==> config.mk <==
export PLATFORM = sky130hd
export DESIGN_NAME = koch_segment_subdivider_core
export DESIGN_NICKNAME = d
export VERILOG_FILES = /design/src/hdl/ksub_pkg.sv /design/src/hdl/ksub_ctrl.sv /design/src/hdl/ksub_datapath.sv /design/src/hdl/koch_segment_subdivider_core.sv
export SDC_FILE = /design/constraint.sdc
export NUM_CORES = 2
export LEC_CHECK = 0
export BUFFER_PORTS_ARGS = -buffer_cell sky130_fd_sc_hd__buf_2
export CORE_ASPECT_RATIO = 1.25
export CORE_UTILIZATION = 30
export CTS_BUF_LIST = sky130_fd_sc_hd__clkbuf_16
export CTS_CLUSTER_SIZE = 20
export DETAILED_ROUTE_END_ITERATION = 10
export PLACE_DENSITY = 0.5
export SLEW_MARGIN = 15
export SYNTH_ARGS = -nofsm -noshare
export SYNTH_HDL_FRONTEND = slang
export SYNTH_HIERARCHICAL = 1
export SYNTH_SLANG_ARGS = --single-unit
==> constraint.sdc <==
create_clock -name aclk -period 26.9 [get_ports aclk]
set_clock_uncertainty 0.2 [all_clocks]
set_input_delay 0 -clock aclk [delete_from_list [all_inputs] [get_ports aclk]]
set_output_delay 0 -clock aclk [all_outputs]
set_load 0.005 [all_outputs]
==> src/hdl/ksub_pkg.sv <==
// Shared types, constants and helpers for the Koch segment subdivider.
`timescale 1ns / 1ps

package ksub_pkg;

    // Coordinate format: signed Q4.14.
    localparam int COORD_W = 18;
    localparam int LEVEL_W = 2;

    // Traversal stack: three pending siblings per open level.
    localparam int MAX_DEPTH   = 3;
    localparam int STACK_DEPTH = 3 * MAX_DEPTH;
    localparam int SP_W        = $clog2(STACK_DEPTH + 1);
    localparam int STACK_IDX_W = $clog2(STACK_DEPTH);

    // Multiplier operand and product widths.
    localparam int MUL_W  = 21;
    localparam int PROD_W = 2 * MUL_W;

    // Floor division by three: bias to a nonnegative value, multiply by the
    // rounded-up reciprocal, shift, and remove the bias again.
    localparam int                     DIV3_SHIFT = 21;
    localparam logic signed [MUL_W-1:0] DIV3_M    = 21'sd699051;
    localparam logic signed [20:0]     DIV3_BIAS  = 21'sd786432;
    localparam logic signed [19:0]     DIV3_UNBIAS = 20'sd262144;

    // Peak offset scale sqrt(3)/6 in Q0.16, and its rounding constant.
    localparam logic signed [MUL_W-1:0]  PEAK_K     = 21'sd18919;
    localparam logic signed [PROD_W-1:0] PEAK_ROUND = 42'sd32768;

    localparam logic signed [COORD_W-1:0] COORD_MAX = 18'sh1FFFF;
    localparam logic signed [COORD_W-1:0] COORD_MIN = 18'sh20000;

    typedef logic signed [COORD_W-1:0] coord_t;

    typedef struct packed {
        coord_t x;
        coord_t y;
    } point_t;

    typedef struct packed {
        point_t a;
        point_t b;
    } seg_t;

    typedef struct packed {
        seg_t              seg;
        logic [LEVEL_W-1:0] lvl;
    } stack_entry_t;

    // Datapath operations issued by the controller, one per cycle.
    typedef enum logic [3:0] {
        DP_NOP,
        DP_LOAD_IN,
        DP_DIFF,
        DP_MUL_QX,
        DP_MUL_QY,
        DP_MUL_OX,
        DP_MUL_OY,
        DP_VERTEX,
        DP_PUSH_HI,
        DP_PUSH_MID,
        DP_PUSH_LO,
        DP_EMIT
    } dp_op_t;

    // Status returned by the datapath.
    typedef struct packed {
        logic leaf;
        logic stack_empty;
        logic out_free;
    } dp_status_t;

    typedef enum logic [3:0] {
        ST_IDLE,
        ST_SEG,
        ST_MUL_QX,
        ST_MUL_QY,
        ST_MUL_OX,
        ST_MUL_OY,
        ST_POST,
        ST_VERTEX,
        ST_PUSH_HI,
        ST_PUSH_MID,
        ST_PUSH_LO
    } state_t;

    // Clamp a wide intermediate to the coordinate range.
    function automatic coord_t sat_coord(input logic signed [20:0] v);
        coord_t r;
        if (v > 21'(COORD_MAX)) begin
            r = COORD_MAX;
        end else if (v < 21'(COORD_MIN)) begin
            r = COORD_MIN;
        end else begin
            r = v[COORD_W-1:0];
        end
        return r;
    endfunction

endpackage

==> src/hdl/ksub_ctrl.sv <==
// Sequencing state machine for the Koch segment subdivider.
`timescale 1ns / 1ps

module ksub_ctrl (
    input  logic                 aclk,
    input  logic                 aresetn,
    input  logic                 s_tvalid,
    output logic                 s_tready,
    input  ksub_pkg::dp_status_t status,
    output ksub_pkg::dp_op_t     op
);

    ksub_pkg::state_t state_reg;
    ksub_pkg::state_t state_next;

    // State register.
    always_ff @(posedge aclk) begin
        if (!aresetn) begin
            state_reg <= ksub_pkg::ST_IDLE;
        end else begin
            state_reg <= state_next;
        end
    end

    // Next state: a segment is either emitted or split into four.
    always_comb begin
        state_next = state_reg;
        case (state_reg)
            ksub_pkg::ST_IDLE: begin
                if (s_tvalid) begin
                    state_next = ksub_pkg::ST_SEG;
                end
            end
            ksub_pkg::ST_SEG: begin
                if (!status.leaf) begin
                    state_next = ksub_pkg::ST_MUL_QX;
                end else if (status.out_free && status.stack_empty) begin
                    state_next = ksub_pkg::ST_IDLE;
                end
            end
            ksub_pkg::ST_MUL_QX:   state_next = ksub_pkg::ST_MUL_QY;
            ksub_pkg::ST_MUL_QY:   state_next = ksub_pkg::ST_MUL_OX;
            ksub_pkg::ST_MUL_OX:   state_next = ksub_pkg::ST_MUL_OY;
            ksub_pkg::ST_MUL_OY:   state_next = ksub_pkg::ST_POST;
            ksub_pkg::ST_POST:     state_next = ksub_pkg::ST_VERTEX;
            ksub_pkg::ST_VERTEX:   state_next = ksub_pkg::ST_PUSH_HI;
            ksub_pkg::ST_PUSH_HI:  state_next = ksub_pkg::ST_PUSH_MID;
            ksub_pkg::ST_PUSH_MID: state_next = ksub_pkg::ST_PUSH_LO;
            ksub_pkg::ST_PUSH_LO:  state_next = ksub_pkg::ST_SEG;
            default:               state_next = ksub_pkg::ST_IDLE;
        endcase
    end

    // Outputs: one datapath operation per state.
    always_comb begin
        op       = ksub_pkg::DP_NOP;
        s_tready = 1'b0;
        case (state_reg)
            ksub_pkg::ST_IDLE: begin
                s_tready = 1'b1;
                if (s_tvalid) begin
                    op = ksub_pkg::DP_LOAD_IN;
                end
            end
            ksub_pkg::ST_SEG: begin
                if (!status.leaf) begin
                    op = ksub_pkg::DP_DIFF;
                end else if (status.out_free) begin
                    op = ksub_pkg::DP_EMIT;
                end
            end
            ksub_pkg::ST_MUL_QX:   op = ksub_pkg::DP_MUL_QX;
            ksub_pkg::ST_MUL_QY:   op = ksub_pkg::DP_MUL_QY;
            ksub_pkg::ST_MUL_OX:   op = ksub_pkg::DP_MUL_OX;
            ksub_pkg::ST_MUL_OY:   op = ksub_pkg::DP_MUL_OY;
            ksub_pkg::ST_POST:     op = ksub_pkg::DP_NOP;
            ksub_pkg::ST_VERTEX:   op = ksub_pkg::DP_VERTEX;
            ksub_pkg::ST_PUSH_HI:  op = ksub_pkg::DP_PUSH_HI;
            ksub_pkg::ST_PUSH_MID: op = ksub_pkg::DP_PUSH_MID;
            ksub_pkg::ST_PUSH_LO:  op = ksub_pkg::DP_PUSH_LO;
            default:               op = ksub_pkg::DP_NOP;
        endcase
    end

endmodule

==> src/hdl/ksub_datapath.sv <==
// Datapath: current segment, shared multiplier, vertex math, sibling stack, output register.
`timescale 1ns / 1ps

module ksub_datapath (
    input  logic                 aclk,
    input  logic                 aresetn,
    input  ksub_pkg::dp_op_t     op,
    output ksub_pkg::dp_status_t status,
    input  logic                 cfg_wr_en,
    input  logic [1:0]           cfg_wr_data,
    input  logic [71:0]          s_tdata,
    output logic [71:0]          m_tdata,
    output logic                 m_tvalid,
    output logic                 m_tlast,
    input  logic                 m_tready
);

    typedef struct packed {
        ksub_pkg::coord_t v0;
        ksub_pkg::coord_t v1;
        ksub_pkg::coord_t pk;
    } axis_t;

    // New vertices along one axis from the quotient and the peak offset.
    function automatic axis_t split_axis(
        input ksub_pkg::coord_t  a,
        input ksub_pkg::coord_t  b,
        input logic signed [18:0] d,
        input logic signed [18:0] q,
        input ksub_pkg::coord_t  off
    );
        axis_t              r;
        logic signed [20:0] rem;
        logic signed [20:0] bump;
        logic signed [18:0] sum_ab;
        rem    = 21'(d) - 21'(q) - 21'(q) - 21'(q);
        bump   = (rem[1:0] == 2'd2) ? 21'sd1 : 21'sd0;
        sum_ab = 19'(a) + 19'(b);
        r.v0   = ksub_pkg::sat_coord(21'(a) + 21'(q));
        r.v1   = ksub_pkg::sat_coord(21'(a) + 21'(q) + 21'(q) + bump);
        r.pk   = ksub_pkg::sat_coord(21'(signed'(sum_ab[18:1])) + 21'(off));
        return r;
    endfunction

    logic [ksub_pkg::LEVEL_W-1:0]      depth_reg;
    ksub_pkg::seg_t                    cur_reg;
    logic [ksub_pkg::LEVEL_W-1:0]      lvl_reg;
    logic signed [18:0]                dx_reg;
    logic signed [18:0]                dy_reg;
    logic [19:0]                       nx_reg;
    logic [19:0]                       ny_reg;
    logic signed [ksub_pkg::PROD_W-1:0] prod_reg;
    ksub_pkg::dp_op_t                  post_sel_reg;
    logic signed [18:0]                qx_reg;
    logic signed [18:0]                qy_reg;
    ksub_pkg::coord_t                  offx_reg;
    ksub_pkg::coord_t                  offy_reg;
    ksub_pkg::point_t                  v0_reg;
    ksub_pkg::point_t                  v1_reg;
    ksub_pkg::point_t                  pk_reg;
    logic [ksub_pkg::SP_W-1:0]         sp_reg;
    ksub_pkg::stack_entry_t            stack_mem [ksub_pkg::STACK_DEPTH];
    ksub_pkg::seg_t                    out_seg_reg;
    logic                              out_last_reg;
    logic                              out_valid_reg;

    logic signed [18:0]                dx_w;
    logic signed [18:0]                dy_w;
    logic signed [20:0]                nx_w;
    logic signed [20:0]                ny_w;
    logic signed [ksub_pkg::MUL_W-1:0] mul_a;
    logic signed [ksub_pkg::MUL_W-1:0] mul_b;
    logic signed [19:0]                div_q_wide;
    logic signed [ksub_pkg::PROD_W-1:0] rnd_prod;
    axis_t                             ax_x;
    axis_t                             ax_y;
    logic [ksub_pkg::SP_W-1:0]         sp_top;
    logic [ksub_pkg::LEVEL_W-1:0]      lvl_child;

    // Depth register.
    always_ff @(posedge aclk) begin
        if (!aresetn) begin
            depth_reg <= 2'd3;
        end else if (cfg_wr_en) begin
            depth_reg <= cfg_wr_data;
        end
    end

    // Differences and biased dividends.
    assign dx_w = 19'(cur_reg.b.x) - 19'(cur_reg.a.x);
    assign dy_w = 19'(cur_reg.b.y) - 19'(cur_reg.a.y);
    assign nx_w = 21'(dx_w) + ksub_pkg::DIV3_BIAS;
    assign ny_w = 21'(dy_w) + ksub_pkg::DIV3_BIAS;

    // Shared multiplier operand selection.
    always_comb begin
        mul_a = '0;
        mul_b = '0;
        case (op)
            ksub_pkg::DP_MUL_QX: begin
                mul_a = {1'b0, nx_reg};
                mul_b = ksub_pkg::DIV3_M;
            end
            ksub_pkg::DP_MUL_QY: begin
                mul_a = {1'b0, ny_reg};
                mul_b = ksub_pkg::DIV3_M;
            end
            ksub_pkg::DP_MUL_OX: begin
                mul_a = 21'(dy_reg);
                mul_b = -ksub_pkg::PEAK_K;
            end
            ksub_pkg::DP_MUL_OY: begin
                mul_a = 21'(dx_reg);
                mul_b = ksub_pkg::PEAK_K;
            end
            default: begin
                mul_a = '0;
                mul_b = '0;
            end
        endcase
    end

    // Product post-processing: unbias the quotient, round the offset.
    assign div_q_wide = signed'({1'b0, prod_reg[39:ksub_pkg::DIV3_SHIFT]})
                        - ksub_pkg::DIV3_UNBIAS;
    assign rnd_prod   = prod_reg + ksub_pkg::PEAK_ROUND;

    assign ax_x = split_axis(cur_reg.a.x, cur_reg.b.x, dx_reg, qx_reg, offx_reg);
    assign ax_y = split_axis(cur_reg.a.y, cur_reg.b.y, dy_reg, qy_reg, offy_reg);

    assign sp_top    = sp_reg - 1'b1;
    assign lvl_child = lvl_reg + 1'b1;

    // Arithmetic pipeline registers.
    always_ff @(posedge aclk) begin
        prod_reg <= mul_a * mul_b;
        if (op == ksub_pkg::DP_DIFF) begin
            dx_reg <= dx_w;
            dy_reg <= dy_w;
            nx_reg <= nx_w[19:0];
            ny_reg <= ny_w[19:0];
        end
        case (post_sel_reg)
            ksub_pkg::DP_MUL_QX: qx_reg   <= div_q_wide[18:0];
            ksub_pkg::DP_MUL_QY: qy_reg   <= div_q_wide[18:0];
            ksub_pkg::DP_MUL_OX: offx_reg <= rnd_prod[33:16];
            ksub_pkg::DP_MUL_OY: offy_reg <= rnd_prod[33:16];
            default: ;
        endcase
        if (op == ksub_pkg::DP_VERTEX) begin
            v0_reg <= '{x: ax_x.v0, y: ax_y.v0};
            v1_reg <= '{x: ax_x.v1, y: ax_y.v1};
            pk_reg <= '{x: ax_x.pk, y: ax_y.pk};
        end
    end

    // Tag of the product in flight, so it lands in the right register.
    always_ff @(posedge aclk) begin
        if (!aresetn) begin
            post_sel_reg <= ksub_pkg::DP_NOP;
        end else begin
            post_sel_reg <= op;
        end
    end

    // Sibling stack and current segment.
    always_ff @(posedge aclk) begin
        case (op)
            ksub_pkg::DP_LOAD_IN: begin
                cur_reg.a.x <= s_tdata[17:0];
                cur_reg.a.y <= s_tdata[35:18];
                cur_reg.b.x <= s_tdata[53:36];
                cur_reg.b.y <= s_tdata[71:54];
                lvl_reg     <= '0;
            end
            ksub_pkg::DP_PUSH_HI: begin
                stack_mem[sp_reg[ksub_pkg::STACK_IDX_W-1:0]] <=
                    '{seg: '{a: v1_reg, b: cur_reg.b}, lvl: lvl_child};
            end
            ksub_pkg::DP_PUSH_MID: begin
                stack_mem[sp_reg[ksub_pkg::STACK_IDX_W-1:0]] <=
                    '{seg: '{a: pk_reg, b: v1_reg}, lvl: lvl_child};
            end
            ksub_pkg::DP_PUSH_LO: begin
                stack_mem[sp_reg[ksub_pkg::STACK_IDX_W-1:0]] <=
                    '{seg: '{a: v0_reg, b: pk_reg}, lvl: lvl_child};
                cur_reg.b <= v0_reg;
                lvl_reg   <= lvl_child;
            end
            ksub_pkg::DP_EMIT: begin
                if (sp_reg != '0) begin
                    cur_reg <= stack_mem[sp_top[ksub_pkg::STACK_IDX_W-1:0]].seg;
                    lvl_reg <= stack_mem[sp_top[ksub_pkg::STACK_IDX_W-1:0]].lvl;
                end
            end
            default: ;
        endcase
    end

    // Stack pointer.
    always_ff @(posedge aclk) begin
        if (!aresetn) begin
            sp_reg <= '0;
        end else begin
            case (op)
                ksub_pkg::DP_LOAD_IN:  sp_reg <= '0;
                ksub_pkg::DP_PUSH_HI,
                ksub_pkg::DP_PUSH_MID,
                ksub_pkg::DP_PUSH_LO:  sp_reg <= sp_reg + 1'b1;
                ksub_pkg::DP_EMIT: begin
                    if (sp_reg != '0) begin
                        sp_reg <= sp_top;
                    end
                end
                default: ;
            endcase
        end
    end

    // Output register.
    always_ff @(posedge aclk) begin
        if (!aresetn) begin
            out_valid_reg <= 1'b0;
        end else if (op == ksub_pkg::DP_EMIT) begin
            out_valid_reg <= 1'b1;
        end else if (m_tready) begin
            out_valid_reg <= 1'b0;
        end
    end

    always_ff @(posedge aclk) begin
        if (op == ksub_pkg::DP_EMIT) begin
            out_seg_reg  <= cur_reg;
            out_last_reg <= (sp_reg == '0);
        end
    end

    assign m_tvalid = out_valid_reg;
    assign m_tlast  = out_last_reg;
    assign m_tdata  = {out_seg_reg.b.y, out_seg_reg.b.x, out_seg_reg.a.y, out_seg_reg.a.x};

    assign status.leaf        = (lvl_reg == depth_reg);
    assign status.stack_empty = (sp_reg == '0);
    assign status.out_free    = !out_valid_reg || m_tready;

endmodule

==> src/hdl/koch_segment_subdivider_core.sv <==
// Operation: each request is walked depth first. A segment above the set depth is split through
// the shared multiplier (differences, two quotients, two peak offsets, vertices, three sibling
// pushes); a leaf segment is emitted into the output register, and output stalls hold the walk.
// A new request is accepted only after the last segment of the previous one has been emitted.
// Reset: synchronous, active low; clears the controller, stack pointer and output valid,
// and sets the depth register to 3.
`timescale 1ns / 1ps

module koch_segment_subdivider_core (
    input  logic        aclk,
    input  logic        aresetn,
    input  logic        cfg_wr_en,
    input  logic [1:0]  cfg_wr_data,  // subdivision_depth
    input  logic        s_tvalid,
    output logic        s_tready,
    input  logic [71:0] s_tdata,      // start_x, start_y, end_x, end_y
    output logic        m_tvalid,
    input  logic        m_tready,
    output logic [71:0] m_tdata,      // seg_start_x, seg_start_y, seg_end_x, seg_end_y
    output logic        m_tlast       // last_segment
);

    ksub_pkg::dp_op_t     op;
    ksub_pkg::dp_status_t status;

    ksub_ctrl u_ctrl (
        .aclk     (aclk),
        .aresetn  (aresetn),
        .s_tvalid (s_tvalid),
        .s_tready (s_tready),
        .status   (status),
        .op       (op)
    );

    ksub_datapath u_datapath (
        .aclk        (aclk),
        .aresetn     (aresetn),
        .op          (op),
        .status      (status),
        .cfg_wr_en   (cfg_wr_en),
        .cfg_wr_data (cfg_wr_data),
        .s_tdata     (s_tdata),
        .m_tdata     (m_tdata),
        .m_tvalid    (m_tvalid),
        .m_tlast     (m_tlast),
        .m_tready    (m_tready)
    );

    // A new request starts with an empty sibling stack.
    assert property (@(posedge aclk) disable iff (!aresetn)
        (s_tvalid && s_tready) |-> status.stack_empty)
        else $error("request accepted with pending siblings");

    // A segment is only emitted when the output register can take it.
    assert property (@(posedge aclk) disable iff (!aresetn)
        (op == ksub_pkg::DP_EMIT) |-> status.out_free)
        else $error("segment emitted over a held result");

    // The final segment flags tlast and returns the block to accepting requests.
    assert property (@(posedge aclk) disable iff (!aresetn)
        (op == ksub_pkg::DP_EMIT && status.stack_empty) |=> (s_tready && m_tvalid && m_tlast))
        else $error("final segment did not close the request");

    // Intermediate segments never carry tlast.
    assert property (@(posedge aclk) disable iff (!aresetn)
        (op == ksub_pkg::DP_EMIT && !status.stack_empty) |=> (!m_tlast && !s_tready))
        else $error("intermediate segment flagged as last");

endmodule

==> impl_summary.md <==
Outcome
The flow ran to the end, and the final reports show no timing, DRC or antenna violations.

Detailed routing
The average wire per cell in the routed design is 23.9 microns. Wires add up to 191 mm. The first routing iteration left 2599 violations. The via-per-instance ratio is 4.85. The detailed-routing iteration count for the pre-antenna-repair pass is 8. In this run the remaining antenna-violating nets after routing total 0. The number of DRC violations after detailed routing is 0. Across all layers, the routed design uses 38700 vias.

Setup path
Data arrives at the worst endpoint at 11.81 ns. The largest individual stage delay along the critical path comes from the cell sky130_fd_sc_hd__dlygate4sd3_1. The register-to-register setup slack is 15.47 ns. The capturing element type of the critical path is a flip-flop.

The category of the most critical setup path is reg2reg. In this run the critical register-to-register path is captured at u_datapath/prod_reg[39]. Following the worst setup path forward leads to its endpoint at u_datapath/prod_reg[39]. The worst reg2reg path depth is 39. The required time of the critical path is 27.29 ns. STA classifies the critical path startpoint as a flip-flop. The worst-path maximum fanout is 19.

The startpoint of the worst-slack reg-to-reg timing path is u_datapath/lvl_reg[0]. For this run, the slowest stage of the critical path takes 0.57 ns. The most critical setup path has its startpoint at u_datapath/lvl_reg[0].

STA
The worst-case headroom to the max-slew limit is 0.293. Of the available clock period, the critical path in the final layout requires 0.425. The number of hold violations in the final report came to 0. Setup violations remaining at the end of the flow were counted as 0. The max-slew violation count is 0. For the pin with the worst max-slew slack, the measured transition is 1.06 ns. The setup TNS after final layout is 0 ns. The peak clock frequency supported by timing is 87.5 MHz. Setup repair after global routing left no endpoint under its margin. The minimum clock period is 11.43 ns.

CTS
Buffers added to address setup during post-CTS repair amount to 0. The later-pin clock latency in the skew report is 0.78 ns. The cell sitting at the root of the clock tree is a sky130_fd_sc_hd__clkbuf_16. The TritonCTS clock tree is built. After clock tree synthesis, the clock-pin slew on the worst setup and hold paths is 0.07 ns.

The clock passes through at most 3 buffers. The deepest level of the CTS H-tree is 3. The tree built by TritonCTS fans out to 1075 sinks.

The number of clock buffers inserted by TritonCTS is 111.

Global routing
The first-pass GRT wire length is 278 mm. The pin count of the biggest net entering global routing is 149. In the global route stage, overall resource usage came out at 0.181.

The remaining global-route overflow is 0. The initial antenna violation count is 18. The via count of the first global-routing pass was 40600.

Pwr
For this design the static power due to leakage is 0.0282 uW. The largest vdd supply drop is 0.0000558 V. For this design the ratio of total power to cell area is 71.5 nW/um^2.

Logic synthesis
The number of instances in the synthesized netlist is 4832. After synthesis the cells add up to 62900 sq um. The cell type with the largest total area after synthesis is sky130_fd_sc_hd__edfxtp_1. Of the post-synthesis cell area, the dominant cell type holds 0.494. The synthesized design contains 1075 register bits. The sequential share of the synthesized area is 0.506. In the synthesized netlist the dominant register cell turns out to be sky130_fd_sc_hd__edfxtp_1. Synthesis produced a netlist with a net count of 5633. For this run, the number of Yosys warnings is 6. The number of enable flip-flop cells after synthesis is 1035. The synthesized area per cell is 13.0 sq um. Of all flip-flops after synthesis, the portion carrying an async set or reset was 0. In the post-synthesis netlist, the biggest area contributors are sky130_fd_sc_hd__edfxtp_1 49%, sky130_fd_sc_hd__fa_1 13%, sky130_fd_sc_hd__ha_1 5.9%. Synthesis instantiated 83 different standard cells from the library.

Floorplan
The area of the placeable core is 208000 sq um. Measured along the y axis, the die boundary spans 514 microns. In this run the horizontal extent of the chip is 412 microns. The initial utilization of the core area, before any placement, comes to 0.303. After floorplanning, the core was divided into 187 placement rows. The top-level port count is 154.

The die area is 212000 sq um.

Placed design
Once detailed placement completed, the half-perimeter wirelength came to 140 mm. The count of port buffers added during placement is 153. At the end of routability-driven placement, the weighted congestion stood at 0.918. The cell area after placement is 67200 sq um.

Finish
The register with the most flip-flops in the layout has 666 of them. The area of all placed cells without fillers is 72500 sq um. From synthesis to final layout, the design area changed by 15.1%.

The final-layout fill cell count is 20200. In the final design database the tool counted 5951 nets. The ratio of cells with drive above 1 in the final layout is 0.113.

Min path
The worst hold path startpoint is s_tvalid. The class of the worst hold path is in2reg.

Run
The tool flagged a number of max-cap violations equal to 0.
## cells in the final DEF, fill, tap and decap left out, drive strengths merged, types with 112 or more instances in the layout
cell | synthesis | routed
a21oi | 258 | 258
buf | 29 | 211
clkbuf | 131 | 112
dlygate4sd3 | 0 | 154
edfxtp | 1035 | 1035
fa | 423 | 423
ha | 299 | 299
inv | 718 | 740
mux2i | 149 | 149
mux4 | 150 | 150
nand2 | 265 | 265
nor2 | 267 | 267
o21ai | 275 | 275
xnor2 | 133 | 133
## layout make-up
cell class,instances,area [sq um],share of cell area
antenna,4,10.0,0.000138
clock buffer,112,2800,0.0387
clock inverter,90,940,0.0130
inverter,718,2700,0.0373
multi-input combinational,2879,27900,0.386
sequential,1075,31900,0.440
tap,2740,3430,0.0473
timing repair buffer,365,2760,0.0381
## worst max-delay path: cells and delay by family (launching register included)
kind | cells | cell delay (ns)
buffers and inverters | 11 | 1.66
AO/OA/AOI/OAI | 12 | 3.14
AND/OR/NAND/NOR | 7 | 1.78
XOR/XNOR | 1 | 0.18
adder cells (fa/ha/maj) | 8 | 3.76
flip-flops | 1 | 0.47
## report_power, final
part / switching [uW] / internal, uW / leakage [uW]
registers: 124 / 2000 / 0.00968
logic: 909 / 559 / 0.0167
clock network: 696 / 898 / 0.00188
## synthesized netlist by cell type, types with 37 or more instances
master / count
sky130_fd_sc_hd__a21o_1: 62
sky130_fd_sc_hd__a21oi_1: 258
sky130_fd_sc_hd__a22oi_1: 51
sky130_fd_sc_hd__clkbuf_1: 131
sky130_fd_sc_hd__dfxtp_1: 40
sky130_fd_sc_hd__edfxtp_1: 1035
sky130_fd_sc_hd__fa_1: 423
sky130_fd_sc_hd__ha_1: 299
sky130_fd_sc_hd__inv_1: 717
sky130_fd_sc_hd__mux2i_1: 149
sky130_fd_sc_hd__mux4_2: 150
sky130_fd_sc_hd__nand2_1: 265
sky130_fd_sc_hd__nand2b_1: 49
sky130_fd_sc_hd__nor2_1: 267
sky130_fd_sc_hd__nor2b_1: 37
sky130_fd_sc_hd__nor3_1: 44
sky130_fd_sc_hd__o21ai_0: 275
sky130_fd_sc_hd__xnor2_1: 133
sky130_fd_sc_hd__xor2_1: 74
## logic make-up (layout without fill, tap and decap cells)
kind of cell	after synthesis	after routing	synth area share
xor+xnor	209	209	0.0295
buf+inv	878	1285	0.0530
mux	302	302	0.0780
fa+ha+maj	724	724	0.194
flops	1075	1075	0.506
simple gates	812	812	0.0591
other cells	0	4	0
compound gates	832	832	0.0797
## per-stage QoR
| step | instances | utilization | hold slack, ns | worst slack [ns] | total power [uW] |
|---|---|---|---|---|---|
| global placement | 7622 | 0.323 | 0.0849 | 16.06 | 3600 |
| CTS | 7978 | 0.348 | 0.00752 | 15.62 | 5240 |
| finish | 7983 | 0.348 | 0.0550 | 15.47 | 5180 |
| detailed placement | 7622 | 0.323 | 0.0836 | 15.97 | 3590 |
| floorplan | 4832 | - | -0.0823 | 17.36 | 3080 |
| global route | 7980 | 0.348 | 0.0507 | 15.02 | 5460 |
## timing repair
| action | in CTS | in global routing |
|---|---|---|
| hold buffers | 154 | 0 |
| gates resized for setup | 0 | 0 |
| endpoints found under the hold margin | 87 | 0 |
## per-layer routing
metal | part of all wire | wire length [microns] | GRT usage | up-vias
met4 | 0.036 | 6960 | 0.0669 | 0
met5 | 0 | 0 | 0 | -
met2 | 0.48 | 91100 | 0.297 | 923
met1 | 0.44 | 84700 | 0.246 | 19900
li1 | - | - | - | 17600
met3 | 0.042 | 8080 | 0.0190 | 228
## worst min path at each step
stage | endpoint | slack, ns | cells past startpoint
2_1_floorplan | u_ctrl/state_reg[1] | -0.08 | 1
3_3_place_gp | u_datapath/cur_reg[63] | 0.08 | 3
3_5_place_dp | u_datapath/cur_reg[64] | 0.08 | 3
4_1_cts | u_ctrl/state_reg[0] | 0.008 | 5
5_1_grt | u_ctrl/state_reg[0] | 0.05 | 5
6_report | u_ctrl/state_reg[0] | 0.06 | 5
Power figures use the tool's default switching activity.
